**config.mk**
```make
export PLATFORM = sky130hd
export DESIGN_NAME = statement_splitter_classifier
export DESIGN_NICKNAME = d
export VERILOG_FILES = /design/src/rtl/ssc_pkg.sv /design/src/rtl/ssc_class.sv /design/src/rtl/ssc_scan.sv /design/src/rtl/statement_splitter_classifier.sv
export SDC_FILE = /design/constraint.sdc
export NUM_CORES = 1
export LEC_CHECK = 0
export BUFFER_PORTS_ARGS = -buffer_cell sky130_fd_sc_hd__buf_4
export CAP_MARGIN = 40
export CORE_MARGIN = 5
export CORE_UTILIZATION = 50
export CTS_CLUSTER_DIAMETER = 60
export DETAILED_ROUTE_END_ITERATION = 10
export PLACE_DENSITY = 0.71
export SLEW_MARGIN = 20
export SYNTH_ARGS = -nofsm -noshare
export SYNTH_HDL_FRONTEND = slang
export SYNTH_HIERARCHICAL = 1
export SYNTH_SLANG_ARGS = --single-unit
```
**constraint.sdc**
```tcl
create_clock -name clock -period 5.3 [get_ports clock]
set_input_delay 1.06 -clock clock [delete_from_list [all_inputs] [get_ports clock]]
set_output_delay 1.06 -clock clock [all_outputs]
set_load 0.005 [all_outputs]
```
**src/rtl/ssc_pkg.sv**
```systemverilog
// ----------------------------------------------------------------------------
// ssc_pkg
// Shared types, character codes and classifier step functions for the
// statement splitter and classifier.
// ----------------------------------------------------------------------------
package ssc_pkg;

   localparam int unsigned MAX_TEXT_DEF = 65536;

   localparam int unsigned START_W = 16;
   localparam int unsigned LEN_W   = 17;
   localparam int unsigned LINE_W  = 17;
   localparam int unsigned KIND_W  = 3;
   localparam int unsigned DEPTH_W = 16;

   // character codes
   localparam logic [7:0] CH_NL     = 8'h0A;
   localparam logic [7:0] CH_SPACE  = 8'h20;
   localparam logic [7:0] CH_TAB    = 8'h09;
   localparam logic [7:0] CH_CR     = 8'h0D;
   localparam logic [7:0] CH_SEMI   = 8'h3B;
   localparam logic [7:0] CH_BSLASH = 8'h5C;
   localparam logic [7:0] CH_DQUOTE = 8'h22;
   localparam logic [7:0] CH_SQUOTE = 8'h27;
   localparam logic [7:0] CH_LPAREN = 8'h28;
   localparam logic [7:0] CH_RPAREN = 8'h29;
   localparam logic [7:0] CH_LBRACK = 8'h5B;
   localparam logic [7:0] CH_RBRACK = 8'h5D;
   localparam logic [7:0] CH_LBRACE = 8'h7B;
   localparam logic [7:0] CH_RBRACE = 8'h7D;
   localparam logic [7:0] CH_COLON  = 8'h3A;
   localparam logic [7:0] CH_EQ     = 8'h3D;
   localparam logic [7:0] CH_UNDER  = 8'h5F;
   localparam logic [7:0] CH_M      = 8'h6D;
   localparam logic [7:0] CH_A      = 8'h61;
   localparam logic [7:0] CH_I      = 8'h69;
   localparam logic [7:0] CH_N      = 8'h6E;

   // statement kinds
   localparam logic [KIND_W-1:0] KIND_FUNCTION   = 3'd0;
   localparam logic [KIND_W-1:0] KIND_CONSTANT   = 3'd1;
   localparam logic [KIND_W-1:0] KIND_VARIABLE   = 3'd2;
   localparam logic [KIND_W-1:0] KIND_ASSIGNMENT = 3'd3;
   localparam logic [KIND_W-1:0] KIND_EXPRESSION = 3'd4;

   // paren tracker codes
   localparam logic [1:0] TR_IDLE = 2'd0;
   localparam logic [1:0] TR_SCAN = 2'd1;
   localparam logic [1:0] TR_YES  = 2'd2;
   localparam logic [1:0] TR_NO   = 2'd3;

   // main matcher phases (0..3 are letters matched so far)
   localparam logic [2:0] MM_LAST = 3'd3;
   localparam logic [2:0] MM_SCAN = 3'd4;
   localparam logic [2:0] MM_YES  = 3'd5;
   localparam logic [2:0] MM_NO   = 3'd6;

   // colon flag bits
   localparam int unsigned CF_COLON      = 0;
   localparam int unsigned CF_COLONEQ    = 1;
   localparam int unsigned CF_EQ         = 2;
   localparam int unsigned CF_EQ_AFTER   = 3;
   localparam int unsigned CF_PREV_COLON = 4;

   typedef struct packed {
      logic       feed;
      logic       clear;
      logic [7:0] ch;
   } ssc_ctl_type;

   typedef struct packed {
      logic              nonblank;
      logic [KIND_W-1:0] kind;
      logic              main_def;
   } ssc_stat_type;

   typedef struct packed {
      logic               emit;
      logic               stmt_valid;
      logic [START_W-1:0] start;
      logic [LEN_W-1:0]   length;
      logic [LINE_W-1:0]  line;
      logic [KIND_W-1:0]  kind;
      logic               main_def;
      logic               done;
   } ssc_evt_type;

   function automatic logic is_ws(input logic [7:0] c);
      return (c == CH_SPACE) || (c >= CH_TAB && c <= CH_CR);
   endfunction

   function automatic logic is_ident(input logic [7:0] c);
      return (c >= 8'h61 && c <= 8'h7A) || (c >= 8'h41 && c <= 8'h5A) ||
             (c >= 8'h30 && c <= 8'h39) || (c == CH_UNDER);
   endfunction

   function automatic logic [1:0] tracker_step(input logic [1:0] t, input logic [7:0] c);
      logic [1:0] r;
      r = t;
      if (t == TR_SCAN && !is_ws(c)) begin
         r = (c == CH_LPAREN) ? TR_YES : TR_NO;
      end
      return r;
   endfunction

   // m = {prev_ident, candidate_blocked, phase[2:0]}
   function automatic logic [4:0] main_step(input logic [4:0] m, input logic [7:0] c);
      logic [2:0] phase;
      logic       cand;
      logic       prev;
      logic [7:0] want;
      phase = m[2:0];
      cand  = m[3];
      prev  = m[4];
      case (phase[1:0])
         2'd0:    want = CH_M;
         2'd1:    want = CH_A;
         2'd2:    want = CH_I;
         default: want = CH_N;
      endcase
      if (phase < MM_SCAN) begin
         if (c == want) begin
            if (phase == 3'd0) cand = prev;
            if (phase == MM_LAST) phase = cand ? MM_NO : MM_SCAN;
            else phase = phase + 3'd1;
         end else if (c == CH_M) begin
            phase = 3'd1;
            cand  = prev;
         end else begin
            phase = 3'd0;
         end
      end else if (phase == MM_SCAN) begin
         if (!is_ws(c)) phase = (c == CH_COLON) ? MM_YES : MM_NO;
      end
      prev = is_ident(c);
      return {prev, cand, phase};
   endfunction

endpackage

```
**src/rtl/ssc_class.sv**
```systemverilog
// ----------------------------------------------------------------------------
// ssc_class
// Per-statement classifier: colon/equals flags, paren trackers and the
// main-definition matcher. Reports blank status, kind and main flag.
// ----------------------------------------------------------------------------
module ssc_class (
   input  logic                 clock,
   input  logic                 reset,
   input  ssc_pkg::ssc_ctl_type ctl,
   output ssc_pkg::ssc_stat_type stat
);
   import ssc_pkg::*;

   logic       nonblank_ff, nonblank_in;
   logic [4:0] flags_ff, flags_in;
   logic [1:0] trk_a_ff, trk_a_in;
   logic [1:0] trk_b_ff, trk_b_in;
   logic [4:0] mm_ff, mm_in;
   logic [1:0] trk_sel;
   logic [KIND_W-1:0] kind_now;

   always_comb begin
      nonblank_in = nonblank_ff;
      flags_in    = flags_ff;
      trk_a_in    = trk_a_ff;
      trk_b_in    = trk_b_ff;
      mm_in       = mm_ff;
      if (ctl.clear) begin
         nonblank_in = 1'b0;
         flags_in    = '0;
         trk_a_in    = TR_IDLE;
         trk_b_in    = TR_IDLE;
         mm_in       = '0;
      end else if (ctl.feed) begin
         if (!is_ws(ctl.ch)) nonblank_in = 1'b1;
         trk_a_in = tracker_step(trk_a_ff, ctl.ch);
         trk_b_in = tracker_step(trk_b_ff, ctl.ch);
         if (ctl.ch == CH_EQ) begin
            if (flags_ff[CF_PREV_COLON] && !flags_ff[CF_COLONEQ]) begin
               flags_in[CF_COLONEQ] = 1'b1;
               trk_a_in = TR_SCAN;
            end
            if (!flags_ff[CF_EQ]) begin
               flags_in[CF_EQ] = 1'b1;
               if (flags_ff[CF_COLON]) flags_in[CF_EQ_AFTER] = 1'b1;
            end
         end
         if (ctl.ch == CH_COLON && !flags_ff[CF_COLON]) begin
            flags_in[CF_COLON] = 1'b1;
            trk_b_in = TR_SCAN;
         end
         flags_in[CF_PREV_COLON] = (ctl.ch == CH_COLON);
         mm_in = main_step(mm_ff, ctl.ch);
      end
   end

   always_ff @(posedge clock) begin
      if (reset) begin
         nonblank_ff <= 1'b0;
         flags_ff    <= '0;
         trk_a_ff    <= TR_IDLE;
         trk_b_ff    <= TR_IDLE;
         mm_ff       <= '0;
      end else begin
         nonblank_ff <= nonblank_in;
         flags_ff    <= flags_in;
         trk_a_ff    <= trk_a_in;
         trk_b_ff    <= trk_b_in;
         mm_ff       <= mm_in;
      end
   end

   // ":=" tracker wins when a ":=" was seen, else the first-colon tracker
   assign trk_sel = flags_ff[CF_COLONEQ] ? trk_a_ff : trk_b_ff;

   always_comb begin
      if (flags_ff[CF_COLON]) begin
         if (trk_sel == TR_YES) kind_now = KIND_FUNCTION;
         else if (flags_ff[CF_EQ] && flags_ff[CF_EQ_AFTER]) kind_now = KIND_CONSTANT;
         else kind_now = KIND_VARIABLE;
      end else begin
         kind_now = flags_ff[CF_EQ] ? KIND_ASSIGNMENT : KIND_EXPRESSION;
      end
   end

   assign stat.kind     = kind_now;
   assign stat.nonblank = nonblank_ff;
   assign stat.main_def = (mm_ff[2:0] == MM_YES);

endmodule

```
**src/rtl/ssc_scan.sv**
```systemverilog
// ----------------------------------------------------------------------------
// ssc_scan
// Text scanner: position, line count, escape, quote and bracket depth.
// Finds statement boundaries, drives the classifier and forms results.
// ----------------------------------------------------------------------------
module ssc_scan #(
   parameter int unsigned MAX_TEXT = ssc_pkg::MAX_TEXT_DEF
) (
   input  logic                  clock,
   input  logic                  reset,
   input  logic                  go,
   input  logic [7:0]            ch,
   input  logic                  eot,
   input  ssc_pkg::ssc_stat_type stat,
   output ssc_pkg::ssc_ctl_type  ctl,
   output ssc_pkg::ssc_evt_type  evt
);
   import ssc_pkg::*;

   localparam int unsigned PW = $clog2(MAX_TEXT + 1);
   localparam int unsigned DW = (PW > LEN_W) ? PW : LEN_W;

   logic [PW-1:0]      pos_ff, pos_in;
   logic [PW-1:0]      start_ff, start_in;
   logic [LINE_W-1:0]  line_ff, line_in;
   logic               esc_ff, esc_in;
   logic               quote_ff, quote_in;
   logic [DEPTH_W-1:0] depth_ff, depth_in;

   logic               active;
   logic               is_nl;
   logic               sep;
   logic [LINE_W-1:0]  line_now;
   logic [DW-1:0]      pos_x, start_x, len_x;

   assign active   = go && !eot && (pos_ff < PW'(MAX_TEXT));
   assign is_nl    = (ch == CH_NL);
   assign sep      = !quote_ff && (depth_ff == '0) && (ch == CH_SEMI || is_nl);
   assign line_now = line_ff + LINE_W'(is_nl);

   always_comb begin
      pos_in   = pos_ff;
      start_in = start_ff;
      line_in  = line_ff;
      esc_in   = esc_ff;
      quote_in = quote_ff;
      depth_in = depth_ff;
      if (go && eot) begin
         pos_in   = '0;
         start_in = '0;
         line_in  = LINE_W'(1);
         esc_in   = 1'b0;
         quote_in = 1'b0;
         depth_in = '0;
      end else if (active) begin
         line_in = line_now;
         pos_in  = pos_ff + PW'(1);
         if (sep) start_in = pos_ff + PW'(1);
         if (esc_ff) begin
            esc_in = 1'b0;
         end else if (ch == CH_BSLASH) begin
            esc_in = 1'b1;
         end else if (ch == CH_DQUOTE || ch == CH_SQUOTE) begin
            quote_in = !quote_ff;
         end else if (!quote_ff) begin
            if (ch == CH_LPAREN || ch == CH_LBRACK || ch == CH_LBRACE) begin
               if (depth_ff != '1) depth_in = depth_ff + DEPTH_W'(1);
            end else if (ch == CH_RPAREN || ch == CH_RBRACK || ch == CH_RBRACE) begin
               if (depth_ff != '0) depth_in = depth_ff - DEPTH_W'(1);
            end
         end
      end
   end

   always_ff @(posedge clock) begin
      if (reset) begin
         pos_ff   <= '0;
         start_ff <= '0;
         line_ff  <= LINE_W'(1);
         esc_ff   <= 1'b0;
         quote_ff <= 1'b0;
         depth_ff <= '0;
      end else begin
         pos_ff   <= pos_in;
         start_ff <= start_in;
         line_ff  <= line_in;
         esc_ff   <= esc_in;
         quote_ff <= quote_in;
         depth_ff <= depth_in;
      end
   end

   assign ctl.ch    = ch;
   assign ctl.clear = (go && eot) || (active && sep);
   assign ctl.feed  = active && !sep;

   assign pos_x   = DW'(pos_ff);
   assign start_x = DW'(start_ff);
   assign len_x   = pos_x - start_x;

   always_comb begin
      evt.emit       = (go && eot) || (active && sep && stat.nonblank);
      evt.stmt_valid = stat.nonblank;
      evt.done       = eot;
      evt.start      = '0;
      evt.length     = '0;
      evt.line       = '0;
      evt.kind       = '0;
      evt.main_def   = 1'b0;
      if (stat.nonblank) begin
         evt.start    = start_x[START_W-1:0];
         evt.length   = len_x[LEN_W-1:0];
         evt.line     = eot ? line_ff : line_now;
         evt.kind     = stat.kind;
         evt.main_def = stat.main_def;
      end
   end

endmodule

```
**src/rtl/statement_splitter_classifier.sv**
```systemverilog
// ----------------------------------------------------------------------------
// statement_splitter_classifier
// Splits a byte stream into statements and classifies each one.
// ----------------------------------------------------------------------------
// Usage:
//   Input channel req_*: one text byte per word, or an end marker
//   (req_end_of_text = 1). Result channel rsp_*: one word per reported
//   statement, plus one word with rsp_text_done = 1 for each end marker.
//   Both channels move a word on a clock edge with valid high and stall low.
//   A byte accepted into the input register is scanned once the result register
//   is free, and its result, if any, is registered in the result register.
//   Throughput: one byte per cycle while the result register is free; the
//   scanner state (position, quote, bracket depth, classifier flags) updates
//   once per byte. Every byte, even one that yields no result, waits while a
//   result is held. When rsp_stall holds a pending result, the input register
//   stalls once it is full, so req_stall rises after one more word.
//   Reset (synchronous, active high) clears the scanner to position 0,
//   line 1, and empties both registers. The end marker does the same to the
//   scanner as its result is registered.
// ----------------------------------------------------------------------------
module statement_splitter_classifier #(
   parameter int unsigned MAX_TEXT = ssc_pkg::MAX_TEXT_DEF
) (
   input  logic                         clock,
   input  logic                         reset,
   input  logic                         req_valid,
   output logic                         req_stall,
   input  logic [7:0]                   req_ch,
   input  logic                         req_end_of_text,
   output logic                         rsp_valid,
   input  logic                         rsp_stall,
   output logic                         rsp_stmt_valid,
   output logic [ssc_pkg::START_W-1:0]  rsp_stmt_start,
   output logic [ssc_pkg::LEN_W-1:0]    rsp_stmt_length,
   output logic [ssc_pkg::LINE_W-1:0]   rsp_line_number,
   output logic [ssc_pkg::KIND_W-1:0]   rsp_stmt_kind,
   output logic                         rsp_defines_main,
   output logic                         rsp_text_done
);
   import ssc_pkg::*;

   logic         in_valid_ff, in_valid_in;
   logic [7:0]   in_ch_ff;
   logic         in_eot_ff;
   logic         out_valid_ff, out_valid_in;
   ssc_evt_type  out_ff;
   logic         out_free;
   logic         go;
   ssc_ctl_type  ctl;
   ssc_stat_type stat;
   ssc_evt_type  evt;

   // advance when the result register is empty or being drained
   assign out_free  = !out_valid_ff || !rsp_stall;
   assign go        = in_valid_ff && out_free;
   assign req_stall = in_valid_ff && !out_free;

   assign in_valid_in  = req_stall ? in_valid_ff : req_valid;
   assign out_valid_in = out_free ? (go && evt.emit) : out_valid_ff;

   always_ff @(posedge clock) begin
      if (reset) begin
         in_valid_ff  <= 1'b0;
         out_valid_ff <= 1'b0;
      end else begin
         in_valid_ff  <= in_valid_in;
         out_valid_ff <= out_valid_in;
      end
   end

   always_ff @(posedge clock) begin
      if (req_valid && !req_stall) begin
         in_ch_ff  <= req_ch;
         in_eot_ff <= req_end_of_text;
      end
      if (go && evt.emit) out_ff <= evt;
   end

   ssc_scan #(
      .MAX_TEXT (MAX_TEXT)
   ) u_scan (
      .clock (clock),
      .reset (reset),
      .go    (go),
      .ch    (in_ch_ff),
      .eot   (in_eot_ff),
      .stat  (stat),
      .ctl   (ctl),
      .evt   (evt)
   );

   ssc_class u_class (
      .clock (clock),
      .reset (reset),
      .ctl   (ctl),
      .stat  (stat)
   );

   assign rsp_valid        = out_valid_ff;
   assign rsp_stmt_valid   = out_ff.stmt_valid;
   assign rsp_stmt_start   = out_ff.start;
   assign rsp_stmt_length  = out_ff.length;
   assign rsp_line_number  = out_ff.line;
   assign rsp_stmt_kind    = out_ff.kind;
   assign rsp_defines_main = out_ff.main_def;
   assign rsp_text_done    = out_ff.done;

endmodule

```
* After elaboration in Yosys (flattened, before gate mapping)
Index checks and enable logic that the tools add are counted. W data, S select, Z words.
Word-level totals: output and inout port bits 58, input bits 13, bits in registers 151
Cells by class: $add $sub $neg 6, muxes and demuxes 36, equal/unequal tests 28, bitwise operators 6, reduce and logical (&&, ||, !) cells 66, magnitude comparators 10
Operators with widths (number):
- $eq A8 B6 Y1 const B | 8
- $mux W16 | 4
- $eq A8 B7 Y1 const B | 7
- $mux W3 | 8
- $logic_and A1 B1 Y1 | 21
- $mux W2 | 9
- $add A17 B1 Y17 | 1
- $add A17 B1 Y17 const B | 1
- $lt A17 B17 Y1 const B | 1
- $mux W17 | 1
- $sub A17 B17 Y17 | 1
- $add A16 B1 Y16 const B | 1
- $ge A8 B7 Y1 const B | 2
- $le A8 B7 Y1 const B | 2
- $logic_not A16 Y1 | 1
- $mux W8 | 2
- $ne A16 B16 Y1 const B | 1
- $reduce_bool A16 Y1 | 1
- $sub A16 B1 Y16 const B | 1
- $logic_or A1 B1 Y1 | 13
- $pmux W4 S3 | 1
- $mux W1 | 11
- $logic_not A1 Y1 | 10
- $reduce_and A2 Y1 | 5
- other kinds (21) | 39

* Logic depth before layout (Yosys ltp)
Gate-level depths: netlist of run 1.
depth after elaboration 17, gate-level depth with buffers 13, mapped depth without buffers 12

* Modules after synthesis
The synthesis of run 1 kept the hierarchy.
By module, submodules not included:
- ssc_scan | cells each 677, times used 1, sequential area each 1381.3 um^2, area each 5195.0 um^2
- statement_splitter_classifier | cells each 77, times used 1, sequential area each 1991.9 um^2, area each 2045.7 um^2
- ssc_class | cells each 122, times used 1, sequential area each 300.3 um^2, area each 987.2 um^2

* Worst setup path before layout of run 1
Ideal clock, no wire load.
path type input to register, start input rsp_stall, end register out_ff, in the netlist rsp_defines_main (enable), setup slack -0.263 ns, library setup time 0.488 ns, data required time 4.812 ns, arrival time 5.074 ns, stages 11, buffers on the path 4, cell sequence nand2_1 -> and2_1 -> clkbuf_1 -> and2_1 -> clkbuf_1 -> and2_1 -> buf_4 -> buf_6 -> a22o_1 -> nand2_1 -> a21oi_1
RTL lines:
- from (decl) | RTL line statement_splitter_classifier.sv:31 | input logic rsp_stall,
- to (signal assigned) | RTL line statement_splitter_classifier.sv:76 | if (go && evt.emit) out_ff <= evt;
- to (decl) | RTL line statement_splitter_classifier.sv:46 | ssc_evt_type out_ff;

* Worst setup path in the final report of run 1
start register in_ch_ff[5], end register u_scan.depth_ff[13]
Between the ends: word-level cells in the longest chain between the ends 5, elaborated cells between the ends (all ways) 21, those cells by class 10 x eq/ne; 1 x mux; 2 x bitwise; 8 x reduce/logical
RTL lines:
- from (decl) | RTL line statement_splitter_classifier.sv:43 | logic [7:0] in_ch_ff;
- from (signal assigned) | RTL line statement_splitter_classifier.sv:73 | in_ch_ff <= req_ch;
- $eq A8 B6 Y1, or another cell as far along | RTL line ssc_scan.sv:66 | if (ch == CH_LPAREN || ch == CH_LBRACK || ch == CH_LBRACE) begin
- $logic_or A1 B1 Y1 (on tied branches) (2 in a row) | RTL line ssc_scan.sv:66, ssc_scan.sv:68
- $ne A2 B2 Y1 (no line) / $reduce_bool A2 Y1 (equally long branches)
- $reduce_and A8 Y1 (no line)
- to (signal assigned) | RTL line ssc_scan.sv:89 | depth_ff <= depth_in;
- to (decl) | RTL line ssc_scan.sv:28 | logic [DEPTH_W-1:0] depth_ff, depth_in;
Several ways; a longest one is shown, not always the timed one. A chain may end at the register's enable or synchronous reset.

==> results of run 1 <==
metrics by stage:
step	hold slack (ns)	utilization, %	cells	setup slack, ns	cell area (sq um)
floorplan	0.432	-	876	1.00	8230
global placement	0.443	54.0	1124	1.64	8820
detailed placement	0.449	54.0	1124	1.57	8820
CTS	0.464	57.3	1156	1.62	9370
global route	0.498	57.4	1158	1.30	9390
finish	0.465	57.4	1158	1.59	9390
cell usage in the layout, fill, tap and decap left out, drive strengths merged, types with 14 or more instances in the layout:
cell type,Yosys,final
and2,16,16
clkbuf,21,20
o21ai,38,38
xor2,35,35
inv,40,42
buf,26,76
a21oi,55,55
nand3,26,26
edfxtp,65,65
ha,37,37
and3,14,14
xnor2,38,38
nor2,137,137
nand4,16,16
mux2i,18,18
nand2,55,55
dfxtp,86,86
a211oi,15,15
area by class of cell:
cell class / count / area, sq um
multi-input combinational: 638 / 4160
tap: 220 / 275
inverter: 40 / 150
clock buffer: 19 / 433
fill: 1476 / 6960
clock inverter: 13 / 108
sequential: 151 / 3670
timing repair buffer: 77 / 586
layer usage:
| layer | GRT usage [%] | vias to the layer above | routed length (um) |
|---|---|---|---|
| met5 | 0 | - | 0 |
| met4 | 6.34 | 0 | 240 |
| met3 | 4.18 | 18 | 743 |
| met2 | 25.6 | 128 | 7330 |
| met1 | 22.6 | 2843 | 7630 |
| li1 | - | 3192 | - |
report_power, final:
group	internal [W]	switching [W]
clock network	0.000641	0.000461
logic	0.0000633	0.0000842
registers	0.00122	0.0000233
worst max path at each step:
stage                     depth (start not counted)  slack, ns             startpoint                               end
after floorplan                                  11        1.0              rsp_stall        rsp_defines_main$_DFFE_PP_
after global placement                            8       1.64              rsp_stall  u_scan/depth_ff[15]$_SDFFE_PP0P_
after detailed placement                          8       1.57              rsp_stall  u_scan/depth_ff[15]$_SDFFE_PP0P_
after CTS                                        11       1.62  in_ch_ff[5]$_DFFE_PP_  u_scan/depth_ff[13]$_SDFFE_PP0P_
after global routing                             11       1.30  in_ch_ff[5]$_DFFE_PP_  u_scan/depth_ff[13]$_SDFFE_PP0P_
final                                            11       1.59  in_ch_ff[5]$_DFFE_PP_  u_scan/depth_ff[13]$_SDFFE_PP0P_
sequential cells by signal, summed over array words and instances, names as in the netlist, 2 cells and up:
signal            count
rsp_stmt_start       16
rsp_stmt_length      17
rsp_line_number      17
in_ch_ff              8
u_scan/start_ff      17
u_scan/pos_ff        17
u_class/flags_ff      5
u_class/trk_a_ff      2
u_scan/depth_ff      16
u_class/mm_ff         5
u_scan/line_ff       17
rsp_stmt_kind         3
u_class/trk_b_ff      2
cell families after synthesis:
group | count (synthesis) | synth area share, %
XOR/XNOR | 73 | 7.77
buffers and inverters | 87 | 4.91
AND/OR/NAND/NOR | 343 | 20.9
multiplexers | 19 | 2.37
flip-flops | 151 | 44.6
AO/OA/AOI/OAI | 164 | 13.3
adder cells (fa/ha/maj) | 39 | 6.11
tightest hold or removal path, delay by kind of cell, from the launching register on:
kind | cells | cell delay [ns]
AND/OR/NAND/NOR | 1 | 0.05
flip-flops | 1 | 0.31
AO/OA/AOI/OAI | 1 | 0.05
==> flow_metrics.tcl, run 1 <==
set metrics [dict create \
    r2r_start "in_ch_ff[5]$_DFFE_PP_" \
    ir_drop_mv 0.231 \
    tns_ns 0 \
    gp_congestion 0.843 \
    fin_skew_ns 0.00888 \
    antenna_found_initial 0 \
    holdBufCountCts 0 \
    grt.total_usage_pct 16.6 \
    worstMarginPinSlew_ns 0.847 \
    hold_viol 0 \
    worstReg2RegEnd "u_scan/depth_ff[13]$_SDFFE_PP0P_" \
    hpwl_mm 11.3 \
    grt_pass1_vias 5598 \
    ys_top_cells_by_area "edfxtp_1 24%, dfxtp_1 21%, nor2_1 6.2%, ha_1 5.6%, xnor2_1 4.0%" \
    clk-insertion-delay-late_ns 0.43 \
    fmaxAchievable_mhz 270 \
    root_buffer "clkbuf_16" \
    post-route-drc-count 0 \
    gr-total-overflow 0 \
    seq_area_frac_synth_pct 44.6 \
    port_buffers 70 \
    synth.most_common_cell "nor2_1" \
    cts.reportedPaths.clkPinSlew_ns 0.06 \
    hold_depth 2 \
    maxCapViolCount 0 \
    avgSynthCellArea_sq_um 9.39 \
    cp.arrival_ns 4.02 \
    cts_htree_levels 4 \
    cts_made_buffers 17 \
    vias 6181 \
    r2r_setup_slack_ns 1.59 \
    worstPathMaxFanout 16 \
    ant_nets 0 \
    setup_viol 0 \
    drt_iter0_drc 378 \
    drv_slew 0 \
    die_w_um 138 \
    yosysUniqueCellTypes 76 \
    status "finished clean" \
    cts_tree "yes" \
    syn_nets 928 \
    mappedNetlistArea_sq_um 8230 \
    synth.largest_area_cell "edfxtp_1" \
    n_antenna_cell 0 \
    post_cts_resized 0 \
    hp-class "reg2reg" \
    synth_top_area_share_pct 23.7 \
    end_kind "register" \
    period_minus_slack_ns 3.71 \
    crit_chain "or3b_4, o31ai_4, nand2_2, ha_1, a211oi_1, nor3_1, o31ai_1, nand3_1, a21oi_1, nor4_1, a311o_1" \
    die_h_um 138 \
    drive_above_1_share_pct 14.5 \
    cp_num_buf_inv 0 \
    worstHoldStart "u_scan/esc_ff$_SDFFE_PP0P_" \
    worstPathRequired_ns 5.61 \
    critPathMaxStageDelay_ns 0.63 \
    clockBufferDepth 2 \
    hold_path_end "u_scan/esc_ff$_SDFFE_PP0P_" \
    synth-edff-count 65 \
    p_leak_nw 3.54 \
    synthArstFlopShare_pct 0 \
    cpLargestDelayFamily "compound AO/OA/AOI/OAI gates" \
    finalCritPeriodShare_pct 69.9 \
    layout.nets 977 \
    io_pins 71 \
    syn_inst 876 \
    postCtsSetupBuffers 0 \
    firstDrtPassIters 5 \
    area_growth_pct 14.1 \
    vias_per_cell 5.34 \
    yosys_most_used_dff "dfxtp_1" \
    worst_setup_path_start_kind "register" \
    max_slew_margin_pct 43.3 \
    routedWlPerCell_um 13.8 \
    critPathSlowestCell "edfxtp_1" \
    routed_wl_mm 15.9 \
    fp.coreArea_sq_um 16300 \
    grt_setup_unrepaired "no" \
    numClockSinks 151 \
    start_util_pct 50.3 \
    synth_common_cells "136 x nor2_1, 86 x dfxtp_1, 65 x edfxtp_1" \
    grt_pass1_wl_mm 26.8 \
    grt_max_degree 57 \
    core.rowCount 47 \
    criticalPathCategory "reg2reg" \
    total_power_w 0.00250 \
    reg2regPathDepth 11 \
    dieArea_sq_um 19100 \
    ys_seq_elements 151 \
    yosysWarnings 6 \
    p_per_area_nw_per_um2 266 \
]
Power figures use the tool's default switching activity.
==> inputs of run 2 (changes only) <==
==> constraint.sdc (replaced) <==
create_clock -name clock -period 3.4 [get_ports clock]
set_input_delay 0.68 -clock clock [delete_from_list [all_inputs] [get_ports clock]]
set_output_delay 0.68 -clock clock [all_outputs]
set_load 0.005 [all_outputs]
==> run 2 against run 1 <==
First-iteration DRC count shrank 3.4%; cell count grew 1.1%; worst hold slack lost 0.031 ns; non-clock buffer count grew 13; sequential cell count is the same; setup slack lost 1.4 ns; combinational power grew 76%; sequential share of layout area shrank 0.87 points; critical path type unchanged; highest routed layer unchanged.
==> flow_metrics.tcl, run 2 (synthesis gave the netlist of run 1 again) <==
set metrics [dict create \
    clockBufferDepth 2 \
    r2r_setup_slack_ns 0.24 \
    hold_depth 1 \
    grt_max_degree 57 \
    p_leak_nw 3.64 \
    cp.arrival_ns 3.34 \
    worst_setup_path_start_kind "register" \
    placed_cell_area_sq_um 8950 \
    vias_per_cell 5.37 \
    tns_ns 0 \
    drt_iter0_drc 365 \
    antenna_found_initial 0 \
    fin_skew_ns 0.00905 \
    reg2regPathDepth 12 \
    final_design_area_no_fill_sq_um 9600 \
    grt_pass1_vias 5790 \
    final_common_cell "nor2_1" \
    dieArea_sq_um 19100 \
    cpLargestDelayFamily "simple AND/OR/NAND/NOR gates" \
    end_kind "register" \
    cp_num_buf_inv 0 \
    hold_path_end "in_eot_ff$_DFFE_PP_" \
    total_power_w 0.00422 \
    cts_tree "yes" \
    n_antenna_cell 0 \
    hold_viol 0 \
    worstPathMaxFanout 8 \
    critPathSlowestCell "edfxtp_1" \
    routedWlPerCell_um 13.6 \
    grt_pass1_wl_mm 27.6 \
    firstDrtPassIters 5 \
    gp_congestion 0.906 \
    die_h_um 138 \
    ant_nets 0 \
    n_fill_cell 1456 \
    max_slew_margin_pct 45.8 \
    worstPathRequired_ns 3.58 \
    grt_setup_unrepaired "no" \
    worstHoldStart "req_end_of_text" \
    worstReg2RegEnd "rsp_line_number[12]$_DFFE_PP_" \
    multi_input_area_sq_um 4170 \
    p_per_area_nw_per_um2 439 \
    die_w_um 138 \
    whs_ns 0.433 \
    criticalPathCategory "reg2reg" \
    core.rowCount 47 \
    r2r_start "in_ch_ff[7]$_DFFE_PP_" \
    finalCritPeriodShare_pct 92.9 \
    gr-total-overflow 0 \
    layout.nets 990 \
    status "finished clean" \
    final_cell_mix "136 x nor2_1, 89 x buf_4, 86 x dfxtp_1" \
    cts_htree_levels 4 \
    numClockSinks 151 \
    drive_above_1_share_pct 16.2 \
    vias 6291 \
    critPathMaxStageDelay_ns 0.51 \
    port_buffers 70 \
    period_minus_slack_ns 3.16 \
    crit_chain "nand2b_1, nor2_1, and3_1, ha_1, ha_1, and3_1, nand3_1, or3_1, nor2_1, nand2_1, xnor2_1, and2_1" \
    fp.coreArea_sq_um 16300 \
    start_util_pct 50.3 \
    hpwl_mm 11.5 \
    cts.reportedPaths.clkPinSlew_ns 0.07 \
    routed_wl_mm 16.0 \
    clk-insertion-delay-late_ns 0.42 \
    io_pins 71 \
    grt.total_usage_pct 17.0 \
    root_buffer "clkbuf_16" \
    ir_drop_mv 0.339 \
    cts_made_buffers 17 \
    setup_viol 0 \
    hp-class "in2reg" \
    area_growth_pct 16.7 \
    maxCapViolCount 0 \
    fmaxAchievable_mhz 317 \
    worstMarginPinSlew_ns 0.802 \
    post-route-drc-count 0 \
    seq_area_sq_um 3670 \
    drv_slew 0 \
]
[run 2: cell types whose count changed in the layout (fill, tap and decap cells not counted), moves of 2 or more]
cell       delta
buf_4        +14
bufinv_16     +3
clkbuf_1      -2
clkinv_2      -4
clkinv_4      -2
inv_6         +4
inv_8         +2
[run 2: cell type report]
| type | count | area share, % |
|---|---|---|
| clock buffers | 17 | 4.43 |
| clock inverters | 15 | 2.24 |
| inverters | 40 | 1.56 |
| multi-input cells | 638 | 43.5 |
| flip-flops and latches | 151 | 38.3 |
| well taps | 220 | 2.87 |
| repair buffers | 90 | 7.17 |
[run 2: worst max path at each step]
stage | from | end | slack, ns | cells after the start
global route | in_ch_ff[4]$_DFFE_PP_ | u_scan/depth_ff[15]$_SDFFE_PP0P_ | 0.03 | 12
floorplan | rsp_stall | rsp_defines_main$_DFFE_PP_ | 0.06 | 11
detailed placement | in_ch_ff[4]$_DFFE_PP_ | u_scan/depth_ff[13]$_SDFFE_PP0P_ | 0.17 | 12
global placement | in_ch_ff[4]$_DFFE_PP_ | u_scan/depth_ff[13]$_SDFFE_PP0P_ | 0.25 | 12
finish | in_ch_ff[7]$_DFFE_PP_ | rsp_line_number[12]$_DFFE_PP_ | 0.24 | 12
CTS | in_ch_ff[4]$_DFFE_PP_ | u_scan/depth_ff[13]$_SDFFE_PP0P_ | 0.15 | 11
[run 2: metrics by stage]
| stage | worst slack [ns] | util, % | cells |
|---|---|---|---|
| after floorplan | 0.0598 | - | 876 |
| after global placement | 0.248 | 54.7 | 1139 |
| after detailed placement | 0.166 | 54.7 | 1139 |
| after CTS | 0.152 | 58.7 | 1171 |
| after global routing | 0.0335 | 58.7 | 1171 |
| final | 0.242 | 58.7 | 1171 |
[run 2: routing by layer]
layer / wire length [um] / share of wire [%] / global-route usage (%) / vias up
met5: 0 / 0 / 0 / -
met4: 212 / 1.3 / 4.84 / 0
met3: 683 / 4.3 / 3.94 / 19
met2: 7420 / 46 / 27.4 / 141
met1: 7650 / 48 / 23.1 / 2900
li1: - / - / - / 3231
[run 2: power by group]
| part | internal [W] | leakage (nW) | switching (W) |
|---|---|---|---|
| Sequential | 0.00191 | 1.26 | 0.0000195 |
| Combinational | 0.000107 | 2.08 | 0.000151 |
| Clock | 0.00125 | 0.309 | 0.000784 |
| Total | 0.00326 | 3.64 | 0.000955 |
[run 2: what timing repair did]
| item | 4_1_cts | 5_1_grt |
|---|---|---|
| buffers inserted | 0 | 0 |
| hold buffers | 0 | 0 |
| resized for setup | 0 | 2 |
| endpoints found under the setup margin | 0 | 2 |
